`src/rtl/vector3_arith_unit_core_assert.svh`:
```
// assertion macros for the vector arithmetic unit
// expects clk and arst_n in the scope of use
`ifndef VECTOR3_ARITH_UNIT_CORE_ASSERT_SVH
`define VECTOR3_ARITH_UNIT_CORE_ASSERT_SVH

// same-cycle implication
`define V3AU_ASSERT_IMPL(label, ante, cons, msg) \
	label: assert property (@(posedge clk) disable iff (!arst_n) (ante) |-> (cons)) \
		else $error(msg);

// next-cycle implication
`define V3AU_ASSERT_NEXT(label, ante, cons, msg) \
	label: assert property (@(posedge clk) disable iff (!arst_n) (ante) |=> (cons)) \
		else $error(msg);

`endif

```
`src/rtl/v3au_pkg.sv`:
```
// shared types, constants and saturation helper for the vector arithmetic unit
// no dependencies
package v3au_pkg;

	localparam int FRAC_BITS   = 16;
	localparam int SQRT_STAGES = 32;
	localparam int DIV_STAGES  = FRAC_BITS + 1;

	typedef enum logic [2:0] {
		FN_SCALE = 3'd0,
		FN_DOT   = 3'd1,
		FN_CROSS = 3'd2,
		FN_MAG   = 3'd3,
		FN_NORM  = 3'd4
	} func_t;

	typedef struct packed {
		logic signed [31:0] val;
		logic               clip;
	} lane_res_t;

	function automatic lane_res_t sat_w(input logic signed [65:0] v);
		lane_res_t r;
		r.clip = !((&v[65:31]) || !(|v[65:31]));
		if (r.clip) begin
			r.val = v[65] ? 32'sh8000_0000 : 32'sh7fff_ffff;
		end else begin
			r.val = v[31:0];
		end
		return r;
	endfunction

endpackage

```
`src/rtl/v3au_div.sv`:
```
// pipelined restoring divider for (mag << FRAC_BITS) / m, one quotient bit per stage
// depends on v3au_pkg; requires mag <= m
module v3au_div import v3au_pkg::*; (
	input  logic                  clk,
	input  logic [31:0]           mag,
	input  logic [31:0]           m,
	output logic [DIV_STAGES-1:0] quo
);

	localparam int DW = 33;

	logic [DW-1:0]         rem_s [DIV_STAGES];
	logic [31:0]           m_s   [DIV_STAGES];
	logic [DIV_STAGES-1:0] q_s   [DIV_STAGES];

	for (genvar j = 0; j < DIV_STAGES; j++) begin : g_stage
		logic [DW-1:0]         rem_p;
		logic [31:0]           m_p;
		logic [DIV_STAGES-1:0] q_p;
		logic                  bit_p;
		logic [DW:0]           rin, dvs;
		logic                  ge;

		if (j == 0) begin : g_first
			assign rem_p = DW'(mag[31:1]);
			assign bit_p = mag[0];
			assign m_p   = m;
			assign q_p   = '0;
		end else begin : g_next
			assign rem_p = rem_s[j-1];
			assign bit_p = 1'b0;
			assign m_p   = m_s[j-1];
			assign q_p   = q_s[j-1];
		end

		assign rin = {rem_p, bit_p};
		assign dvs = (DW+1)'(m_p);
		assign ge  = rin >= dvs;

		always_ff @(posedge clk) begin
			rem_s[j] <= ge ? DW'(rin - dvs) : DW'(rin);
			m_s[j]   <= m_p;
			q_s[j]   <= {q_p[DIV_STAGES-2:0], ge};
		end
	end

	assign quo = q_s[DIV_STAGES-1];

endmodule

```
`config.mk`:
```
export PLATFORM = sky130hd
export DESIGN_NAME = v3au_div
export DESIGN_NICKNAME = d
export VERILOG_FILES = /design/src/rtl/vector3_arith_unit_core_assert.svh /design/src/rtl/v3au_pkg.sv /design/src/rtl/v3au_div.sv
export SDC_FILE = /design/constraint.sdc
export NUM_CORES = 2
export LEC_CHECK = 0
export BUFFER_PORTS_ARGS = -buffer_cell sky130_fd_sc_hd__buf_2
export CAP_MARGIN = 20
export CORE_MARGIN = 5
export CORE_UTILIZATION = 40
export CTS_CLUSTER_SIZE = 20
export DETAILED_ROUTE_END_ITERATION = 10
export PLACE_DENSITY_LB_ADDON = 0.05
export REMOVE_ABC_BUFFERS = 1
export SETUP_SLACK_MARGIN = 0.3
export SYNTH_ARGS = -nofsm -noshare
export SYNTH_HDL_FRONTEND = slang
export SYNTH_SLANG_ARGS = --single-unit
```
`constraint.sdc`:
```
create_clock -name clk -period 8.9 [get_ports clk]
set_input_delay 0.445 -clock clk [delete_from_list [all_inputs] [get_ports clk]]
set_output_delay 0.445 -clock clk [all_outputs]
set_load 0.005 [all_outputs]
```
; Word-level counts from Yosys, hierarchy flattened
; Memories as Yosys holds them, arrays and structs flattened.
; Cells that the tools add are included.
[totals]
reg_bits = 0
mem_bits_rw = 1394
inputBits = 65
out_inout_bits = 17
wordCells = 54
mem_count = 3
[memory_table]
columns = memory, depth, word_bits, rd, rd_clocked_by_memory_dff, write_ports, line_no
row1 = rem_s, 17, 33, 16, 0, 17, v3au_div.sv:12  ; logic [DW-1:0] rem_s [DIV_STAGES];
row2 = m_s, 17, 32, 16, 0, 17, v3au_div.sv:13  ; logic [31:0] m_s [DIV_STAGES];
row3 = q_s, 17, 17, 17, 0, 17, v3au_div.sv:14  ; logic [DIV_STAGES-1:0] q_s [DIV_STAGES];
[classes]
n_addsub = 17
magnitude_cmp = 17
mux = 17
[ops]
columns = op, n
row1 = $mux W33, 17
row2 = $ge A34 B32 Y1, 16
row3 = $sub A33 B32 Y33, 16
row4 = $sub A32 B32 Y33, 1
row5 = $ge A32 B32 Y1, 1

; Depth between registers and ports, before layout
; An unclocked memory read counts as a cell.
[logic_depth]
ltp_word = 3
ltp_mapped = 16
ltp_nobuf = 13

; Worst setup path after synthesis
; No wires, ideal clock.
[synth_timing]
path_type = flip-flop to flip-flop
start = memory m_s[9][5], in the netlist m_s[0][293]
end = memory rem_s[10][5], in the netlist rem_s[0][335]
setup_time_ns = 0.121
arrival_ns = 3.152
required_time_ns = 8.779
path_slack_ns = 5.627
stages_incl_launch_ff = 14
path_buffers = 1
synth_period_minus_slack_ns = 3.273
cell_sequence = dfxtp_1 -> inv_1 -> ha_1 -> a21o_1 -> a21o_1 -> a21oi_2 -> a2111oi_2 -> o41ai_2 -> nand2_1 -> a311oi_2 -> o31ai_2 -> a211oi_4 -> buf_6 -> mux2_2
[synth_lines]
columns = item, line_no
row1 = start: declaration, v3au_div.sv:13
row2 = end: declaration, v3au_div.sv:12

==> flow_metrics.py <==
metrics = {
    "finish": {
        "design_area_um2": 66130,
        "final_core_utilization": 0.4548,
        "layout-drive-gt1-share": 0.07304,
        "nFillCells": 14262,
        "final_common_cell": "dfxtp_1",
        "syn_to_final_growth_pct": 13.37,
        "stdcell_count": 8767,
        "mostFrequentLayoutCells": "1193 x dfxtp_1, 695 x inv_1, 579 x nand2_1, 543 x ha_1, 515 x a21oi_1",
        "final_nets": 7364,
    },
    "global_routing": {
        "grt_max_degree": 65,
        "grt-ovfl-total": 0,
        "use_met3": 0.02850,
        "grt_pass1_vias": 46360,
        "grt.total_usage": 0.1926,
        "use_met2": 0.3921,
        "antenna_found_initial": 3,
        "globalRouteMet1Util": 0.1705,
        "grt_pass1_wl_um": 236300,
        "top_usage_layer": "met2",
    },
    "min_path": {
        "hold_class": "reg -> reg",
    },
    "timing": {
        "final_max_slew_viol_count": 0,
        "clock_skew_ns": 0.02169,
        "worstMarginPinSlew_ns": 1.327,
        "setup_tns_ns": 0,
        "setup_viol": 0,
        "slew_headroom": 0.1086,
        "rsz0062_at_grt": "false",
        "hold_viol": 0,
        "hold-worst-slack_ns": 0.3223,
        "worst_slack_ns": 4.712,
        "fmax_ghz": 0.2388,
        "finalCritPeriodShare": 0.4705,
        "min_period_ns": 4.188,
    },
    "synthesis": {
        "synth_area_leaders": "dfxtp_1 41%, ha_1 12%, inv_1 4.5%, a21oi_1 4.4%, o21ai_0 4.0%",
        "synthArstFlopShare": 0,
        "syn_area_um2": 58330,
        "yosysWarnings": 0,
        "syn_inst": 6598,
        "seq_area_frac_synth": 0.4095,
        "ys_ff_latch": 1193,
        "synth_top_area_share": 0.4095,
        "ys.flop_type": "dfxtp_1",
        "synth_edf_count": 0,
        "synth_area_leader_cell": "dfxtp_1",
        "ys_types": 91,
        "syn_avg_cell_area_um2": 8.840,
    },
    "route": {
        "drt_iter0_drc": 1530,
        "ant_nets": 0,
        "via_per_inst": 5.105,
        "drt_first_pass_iters": 5,
        "route.detailed.drc": 0,
        "wl_um": 148400,
        "wl_per_cell_um": 16.93,
        "vias": 44753,
    },
    "floorplan": {
        "die_w_um": 391.9,
        "initial_utilization": 0.4012,
        "core_area_um2": 145400,
        "die_y_um": 391.9,
        "fp-row-count": 140,
        "io_pins": 82,
        "die_area_um2": 153600,
    },
    "clock_network": {
        "cts.sink_count": 1193,
        "ctsResizeCount": 0,
        "cts_hold_buf": 64,
        "clk_transition_reported_paths_ns": 0.06,
        "cts_max_level": 4,
        "clockBufferDepth": 3,
        "cts_setup_buffers": 0,
        "clockRootBuffer": "clkbuf_16",
        "cts_tree": "yes",
        "cts_made_buffers": 142,
        "clkLatencyLatePin_ns": 0.76,
    },
    "power_and_ir_drop": {
        "power.total_mw": 27.24,
        "p_int_mw": 16.38,
        "pwr-share-comb": 0.491,
        "pwr_density_cell_nw_per_um2": 411.9,
        "power.switching_mw": 10.86,
        "p_leak_nw": 30.72,
        "ir_drop_uv": 154.7,
        "pwr-share-seq": 0.294,
        "switching_share": 0.3987,
        "clkPwrFrac": 0.215,
    },
    "run_status": {
        "status": "completed",
    },
    "worst_setup_path": {
        "crit_fanout": 26,
        "crit_arrival_ns": 4.84,
        "reg2reg_slack_ns": 4.72,
        "cp.required_ns": 9.55,
        "critPathCaptureType": "register",
        "worstSetupStartpointType": "input port",
        "crit_type": "in -> reg",
    },
    "place": {
        "place_area_um2": 60700,
        "gp_congestion": 0.9506,
        "placement.setup.worst_slack_ns": 4.372,
        "portBuffers": 81,
        "placed_cells": 8449,
        "dp_hpwl_um": 119100,
    },
    "run": {
        "drv_cap": 0,
    },
}
flip-flops by register name, indices dropped and copies added (netlist names):
| signal | flops |
|---|---|
| m_s | 512 |
| rem_s | 528 |
| q_s | 153 |
power groups by stage:
| stage | logic (mW) | registers [mW] | clock network [mW] |
|---|---|---|---|
| after floorplan | 10.2 | 7.80 | 0 |
| after global placement | 13.3 | 8.15 | 0 |
| after detailed placement | 13.4 | 8.13 | 0 |
| after CTS | 13.5 | 8.02 | 6.07 |
| after global routing | 15.0 | 8.21 | 6.29 |
| final | 13.4 | 8.01 | 5.85 |
critical path, cell delays in order:
cell and delay, ns:
dlygate4sd3_1 0.54, buf_2 0.13, ha_1 0.37, a2111oi_0 0.55, a21oi_1 0.25, o21ai_0 0.45, nand3_1 0.23, a221oi_2 0.44
o21ai_1 0.26, o21ai_4 0.31, buf_4 0.42, mux2_2 0.39
path summary, 6_finish.rpt:
kind | startpoint | endpoint | depth (start not counted)
setup / recovery | mag[6] | rem_s[0][5] | 12
hold / removal | q_s[13][3] | q_s[14][4] | 0
setup reg to reg | m_s[0][33] | rem_s[0][97] | 12
hold reg to reg | q_s[13][3] | q_s[14][4] | 0
logic make-up after synthesis:
group,share of synthesized area
compound gates,0.1978
xor+xnor,0.06066
fa+ha+maj,0.1220
buf+inv,0.05697
flops,0.4095
mux,0.02523
simple gates,0.1279
final cells by class:
cell class,count,area [µm²],area share
Antenna cell,4,10.01,0.0001514
Clock buffer,206,4105,0.06208
Clock inverter,44,675.6,0.01022
Inverter,697,2616,0.03956
Multi-Input combinational cell,4538,31220,0.4721
Sequential cell,1193,23880,0.3612
Tap cell,1917,2399,0.03627
Timing Repair Buffer,168,1219,0.01843
per-layer routing:
layer	routed length [µm]	vias up
met4	11630	0
met3	3914	434
met5	0	-
li1	-	23063
met1	51610	20512
met2	81240	744
Yosys cell counts (16+ instances only):
master,instances
a211oi_1,39
xor2_1,184
inv_1,695
nor3_1,97
a21boi_0,28
nand4_1,74
a21oi_1,516
and3_1,33
xnor2_1,220
nor2_1,434
a31oi_1,46
or3_1,30
o31a_1,18
nor2b_1,74
dfxtp_1,1193
o211ai_1,26
nand2b_1,71
nand2_1,579
o21bai_1,61
o31ai_1,50
o21a_1,90
mux2_2,110
ha_1,543
nor4_1,17
nand3_1,113
clkbuf_1,132
fa_1,16
and2_1,28
a41oi_1,17
a211o_1,19
buf_2,24
a21o_1,291
o21ai_0,462
Power figures use the tool's default switching activity.
