[config.mk]
export PLATFORM = sky130hd
export DESIGN_NAME = v3au_sqrt
export DESIGN_NICKNAME = d
export VERILOG_FILES = /design/src/rtl/vector3_arith_unit_core_assert.svh /design/src/rtl/v3au_pkg.sv /design/src/rtl/v3au_sqrt.sv
export SDC_FILE = /design/constraint.sdc
export NUM_CORES = 2
export LEC_CHECK = 0
export ABC_CLOCK_PERIOD_IN_PS = 3600
export BUFFER_PORTS_ARGS = -buffer_cell sky130_fd_sc_hd__buf_2
export CORE_MARGIN = 2
export CORE_UTILIZATION = 41
export DETAILED_ROUTE_END_ITERATION = 6
export PLACE_DENSITY = 0.56
export SLEW_MARGIN = 20
export SYNTH_ARGS = -nofsm -noshare
export SYNTH_HDL_FRONTEND = slang
export SYNTH_MEMORY_MAX_BITS = 65536
export SYNTH_SLANG_ARGS = --single-unit
export TNS_END_PERCENT = 50
[constraint.sdc]
create_clock -name clk -period 3.6 [get_ports clk]
set_clock_uncertainty 0.05 [all_clocks]
set_input_delay 0.36 -clock clk [delete_from_list [all_inputs] [get_ports clk]]
set_output_delay 0.36 -clock clk [all_outputs]
set_load 0.03 [all_outputs]
[src/rtl/vector3_arith_unit_core_assert.svh]
// assertion macros for the vector arithmetic unit
// expects clk and arst_n in the scope of use
`ifndef VECTOR3_ARITH_UNIT_CORE_ASSERT_SVH
`define VECTOR3_ARITH_UNIT_CORE_ASSERT_SVH

// same-cycle implication
`define V3AU_ASSERT_IMPL(label, ante, cons, msg) \
	label: assert property (@(posedge clk) disable iff (!arst_n) (ante) |-> (cons)) \
		else $error(msg);

// next-cycle implication
`define V3AU_ASSERT_NEXT(label, ante, cons, msg) \
	label: assert property (@(posedge clk) disable iff (!arst_n) (ante) |=> (cons)) \
		else $error(msg);

`endif

[src/rtl/v3au_pkg.sv]
// shared types, constants and saturation helper for the vector arithmetic unit
// no dependencies
package v3au_pkg;

	localparam int FRAC_BITS   = 16;
	localparam int SQRT_STAGES = 32;
	localparam int DIV_STAGES  = FRAC_BITS + 1;

	typedef enum logic [2:0] {
		FN_SCALE = 3'd0,
		FN_DOT   = 3'd1,
		FN_CROSS = 3'd2,
		FN_MAG   = 3'd3,
		FN_NORM  = 3'd4
	} func_t;

	typedef struct packed {
		logic signed [31:0] val;
		logic               clip;
	} lane_res_t;

	function automatic lane_res_t sat_w(input logic signed [65:0] v);
		lane_res_t r;
		r.clip = !((&v[65:31]) || !(|v[65:31]));
		if (r.clip) begin
			r.val = v[65] ? 32'sh8000_0000 : 32'sh7fff_ffff;
		end else begin
			r.val = v[31:0];
		end
		return r;
	endfunction

endpackage

[src/rtl/v3au_sqrt.sv]
// pipelined integer square root, one root bit per stage
// depends on v3au_pkg
module v3au_sqrt import v3au_pkg::*; (
	input  logic        clk,
	input  logic [63:0] rad,
	output logic [31:0] root
);

	localparam int RW = 34;

	logic [RW-1:0] rem_s  [SQRT_STAGES];
	logic [31:0]   root_s [SQRT_STAGES];
	logic [63:0]   rad_s  [SQRT_STAGES];

	for (genvar k = 0; k < SQRT_STAGES; k++) begin : g_stage
		logic [RW-1:0] rem_p;
		logic [31:0]   root_p;
		logic [63:0]   rad_p;
		logic [RW+1:0] rem_x, trial;

		if (k == 0) begin : g_first
			assign rem_p  = '0;
			assign root_p = '0;
			assign rad_p  = rad;
		end else begin : g_next
			assign rem_p  = rem_s[k-1];
			assign root_p = root_s[k-1];
			assign rad_p  = rad_s[k-1];
		end

		assign rem_x = {rem_p, rad_p[63:62]};
		assign trial = (RW+2)'({root_p, 2'b01});

		always_ff @(posedge clk) begin
			if (rem_x >= trial) begin
				rem_s[k]  <= RW'(rem_x - trial);
				root_s[k] <= {root_p[30:0], 1'b1};
			end else begin
				rem_s[k]  <= RW'(rem_x);
				root_s[k] <= {root_p[30:0], 1'b0};
			end
			rad_s[k] <= {rad_p[61:0], 2'b00};
		end
	end

	assign root = root_s[SQRT_STAGES-1];

endmodule

Word-level counts from Yosys, hierarchy flattened:

Memory sizes are Yosys's and may differ from the RTL's.
Index checks and enable logic that the tools add are counted.
W data, S select, Z words.

* register bits after elaboration: 0
* latch bits: 0
* memory bits (writable): 4096
* memory bits (read-only): 0
* input port bits: 65
* output and inout bits: 32
* memories: 3

Memories
* rad_s: words 32, width 62, read ports 31, clocked after Yosys merged registers in 0, write ports 32, RTL line v3au_sqrt.sv:13 `logic [63:0] rad_s [SQRT_STAGES];`
* rem_s: words 32, width 34, read ports 31, clocked after Yosys merged registers in 0, write ports 32, RTL line v3au_sqrt.sv:11 `logic [RW-1:0] rem_s [SQRT_STAGES];`
* root_s: words 32, width 32, read ports 32, clocked after Yosys merged registers in 0, write ports 32, RTL line v3au_sqrt.sv:12 `logic [31:0] root_s [SQRT_STAGES];`

* $add $sub $neg: 32
* multiply operators: 0
* div/mod/pow operators: 0
* $lt $le $gt $ge: 32
* equality and inequality tests: 0
* shift operators: 0
* multiplexer cells: 160
* bitwise gates (word level): 64
* reductions and logical operators: 0

Operator list (number)
* $ge A36 B34 Y1: 31
* $mux W34: 32
* $sub A34 B34 Y34: 31
* $mux W32: 32
* $mux W1: 96
* $or A1 B1 Y1: 64
* $sub A2 B1 Y3 const B: 1
* $ge A2 B1 Y1 const B: 1

Longest topological paths before layout:

An unclocked memory read counts as a cell.

* depth in word-level cells: 5
* mapped depth: 16
* depth with buffers taken out: 12

Worst setup path after synthesis:

Ideal clock, no wire load.

* kind: register to register
* from: mem rem_s[4][12], in the netlist rem_s[0][148]
* to: mem rem_s[5][24], in the netlist rem_s[0][194]
* arrival: 3389 ps
* required time: 3423 ps
* slack: 34 ps
* stages on the path, launching flop included: 13
* path buffers: 3
* cells stage by stage: dfxtp_1 > or4_1 > or3_4 > or4_1 > clkbuf_1 > or4_1 > buf_2 > or3_4 > nor3_4 > or3_2 > buf_6 > nor3_1 > xor2_1

RTL lines (RTL line)
* start, declared: v3au_sqrt.sv:11

==> flow_summary.ini <==
[worst_setup_path]
required_ns = 4.32
r2r-end = rem_s[0][191]
worstPathMaxFanout = 6
max_stage_delay_ns = 0.56
critPathLaunch = rem_s[0][148]
regToRegSetupSlack_ns = 0.11
cp_slowest_cell = or4_1
cp_top_family = simple AND/OR/NAND/NOR gates
crit_type = reg2reg
crit_buf_inv = 0
cp-start-kind = flop
end_kind = flop
path_cells = or4_1 > or3_4 > or4_1 > or4_4 > or3_4 > o211ai_4 > or2_4 > nor3_1 > xor2_1
reg2regPathDepth = 9
crit_arrival_ns = 4.21
rr_startpoint = rem_s[0][148]

[logic_synthesis]
synth_area_um2 = 92650
synthArstFlopShare = 0
synthFlopType = dfxtp_1
postSynthAreaPerCell_um2 = 10.15
synthDistinctLibCells = 84
synth-seq-cells = 2523
synth_edf_count = 0
syn_nets = 9759
yosys_warnings = 0
netlist_instances = 9132
ys_seq_area_frac = 0.5452

[timing]
period_needed_ns = 3.489
slew_headroom = 0.4475
tightest_slew_ns = 0.8214
setup_violations = 0
fin_crit_sh = 0.9693
worst_slack_ns = 0.1105
hold_ws_ns = 0.07057
fmax_ghz = 0.2866
slew_viol_final = 0
hold_viol = 0

[layout]
syn_to_final_growth_pct = 16.38
post_route_cells_drive_above_1_share = 0.08637
fin_util = 0.4799
fin_nets = 10191
stdcell_area_um2 = 107800

[place]
pre_cts_ws_ns = -0.2527
gp_congestion = 0.8795
hpwlAfterDp_mm = 150.6
port_buffers = 96
placed_area_um2 = 97290

[drt]
drt_iter0_drc = 3391
route.layer.met1.wl_mm = 92.14
avgRoutedWirePerCell_um = 15.93
routed.top_layer = met4
firstDrtPassIters = 6
routed_wl_mm = 203.1
ant_nets = 0
vias_per_cell = 4.978
route.met3.wl_mm = 6.878
num_vias = 63482
met2_length_mm = 96.14
drc = 0

[die]
fp.dieArea_um2 = 229800
fp.dieH_um = 479.4
start_util = 0.4124
die_w_um = 479.4
rows = 174
coreArea_um2 = 224700
io_pins = 97

[min_path]
min_from = rad[53]
holdPathStages = 2
worstHoldPathType = in2reg
holdPathEnd = rad_s[0][53]

[cts]
cts.sinks = 2523
htreeDepth = 5
clkSlewWorstSetupHoldPaths_ns = 0.06
cts_root_buf = clkbuf_16
cts_buffers = 282
clock_path_buffers = 4
clk_latency_ns = 0.90
cts_tree = yes

[global_route]
grt_pass1_wl_mm = 330.2
antenna_found_initial = 2
grt_max_degree = 54
grt_util_all_layers = 0.1739
first_global_vias = 63605
grt_overflow = 0

[power]
peakVddDrop_mv = 0.4107
p_leak_nw = 50.50
powerDensity_nw_per_um2 = 707.5

[run]
drv_cap = 0

[run_status]
status = complete, no violations
## area by class of cell
cell class | count | area [um^2]
clock inverters | 93 | 1197
clock buffers | 387 | 8080
repair buffers | 340 | 2711
inverters | 688 | 2582
multi-input cells | 5729 | 39000
well taps | 2992 | 3744
flip-flops and latches | 2523 | 50510
diodes | 1 | 2.502
fillers | 20729 | 116900
## logic make-up after synthesis
family	Yosys count	share of synthesized area
AND/OR/NAND/NOR	2384	0.1285
flip-flops	2523	0.5452
adder cells (fa/ha/maj)	562	0.07590
multiplexers	89	0.01066
buffers and inverters	881	0.03591
other	1	0.00004048
XOR/XNOR	851	0.08045
AO/OA/AOI/OAI	1841	0.1234
## sequential cells by signal, indices dropped and copies added, names as in the netlist
register and count:
rad_s 992, root_s 528, rem_s 1003
## repair_timing
| item | CTS | global route |
|---|---|---|
| resized for setup | 3 | 20 |
| pin swaps | 0 | 5 |
| buffers inserted | 0 | 2 |
| endpoints found under the setup margin | 3 | 48 |
| hold buffers | 112 | 1 |
| cloned | 0 | 1 |
| hold endpoints to repair | 65 | 1 |
## where the power goes
part,switching (mW),total (mW),internal (mW)
registers,3.55,36.0,32.5
clock network,10.9,28.4,17.5
logic,6.47,11.8,5.37
## cells in the mapped netlist (111+ instances only)
cell      number  area, um^2
a21o_1       272        2042
a21oi_1      613        3068
clkbuf_1     169       634.4
dfxtp_1     2523       50510
ha_1         562        7032
inv_1        687        2579
nand2_1      546        2049
nand3_1      166       830.8
nand4_1      118       738.2
nor2_1       597        2241
nor3_1       240        1201
nor4_1       121       757.0
o21ai_0      418        2092
or3_1        111       694.4
xnor2_1      440        3854
xor2_1       411        3600
## per-layer routing
metal / track usage / vias to the layer above
li1: - / 32212
met1: 0.2197 / 29579
met2: 0.2971 / 1191
met3: 0.02494 / 500
met4: 0.07075 / 0
met5: 0 / -
## worst register-to-register path: cells and delay by family (launching register included)
kind,cells,cell delay [ns]
AOI/OAI and AO/OA,1,0.23
xor gates and xnor gates,1,0.15
DFF,1,0.32
and+or+nand+nor,7,2.63
## cell usage in the layout (no fill, tap or decap), types with 26 or more instances in the layout
| master | count |
|---|---|
| mux2_2 | 76 |
| a211oi_1 | 46 |
| nor4_1 | 121 |
| a31oi_1 | 54 |
| nand2b_1 | 101 |
| nor2b_1 | 75 |
| nor2_1 | 597 |
| o21a_1 | 109 |
| nand4_1 | 118 |
| nand2_1 | 546 |
| bufinv_16 | 26 |
| and3_1 | 50 |
| nor3_1 | 239 |
| buf_2 | 96 |
| o31ai_1 | 48 |
| inv_1 | 687 |
| clkbuf_1 | 50 |
| clkinv_2 | 42 |
| or2_2 | 46 |
| or3_1 | 110 |
| a21o_1 | 272 |
| a21oi_1 | 608 |
| dfxtp_1 | 2522 |
| o211ai_1 | 42 |
| xnor2_1 | 440 |
| or4_1 | 61 |
| and2_1 | 29 |
| nand3_1 | 165 |
| o21bai_1 | 46 |
| ha_1 | 562 |
| dlygate4sd3_1 | 113 |
| o21ai_0 | 416 |
| buf_4 | 121 |
| xor2_1 | 411 |
| clkbuf_16 | 289 |
| clkbuf_8 | 48 |
## per-stage QoR
stage          instances  TNS (ns)  total power [mW]
2_1_floorplan       9132         0             44.28
3_3_place_gp       12156   -0.7442             48.15
3_5_place_dp       12156   -0.6830             48.20
4_1_cts            12748         0             77.22
5_1_grt            12753  -0.03701             80.32
6_report           12753         0             76.29
## worst max path at each step
stage | endpoint | slack, ns | cells after the start
floorplan | rem_s[0][194] | 0.03 | 12
global placement | rem_s[1][369] | -0.28 | 11
detailed placement | rem_s[1][373] | -0.25 | 11
CTS | rem_s[0][201] | 0.006 | 9
global route | rem_s[1][498] | -0.02 | 11
finish | rem_s[0][191] | 0.11 | 9
(Power assumes the default switching activity.)
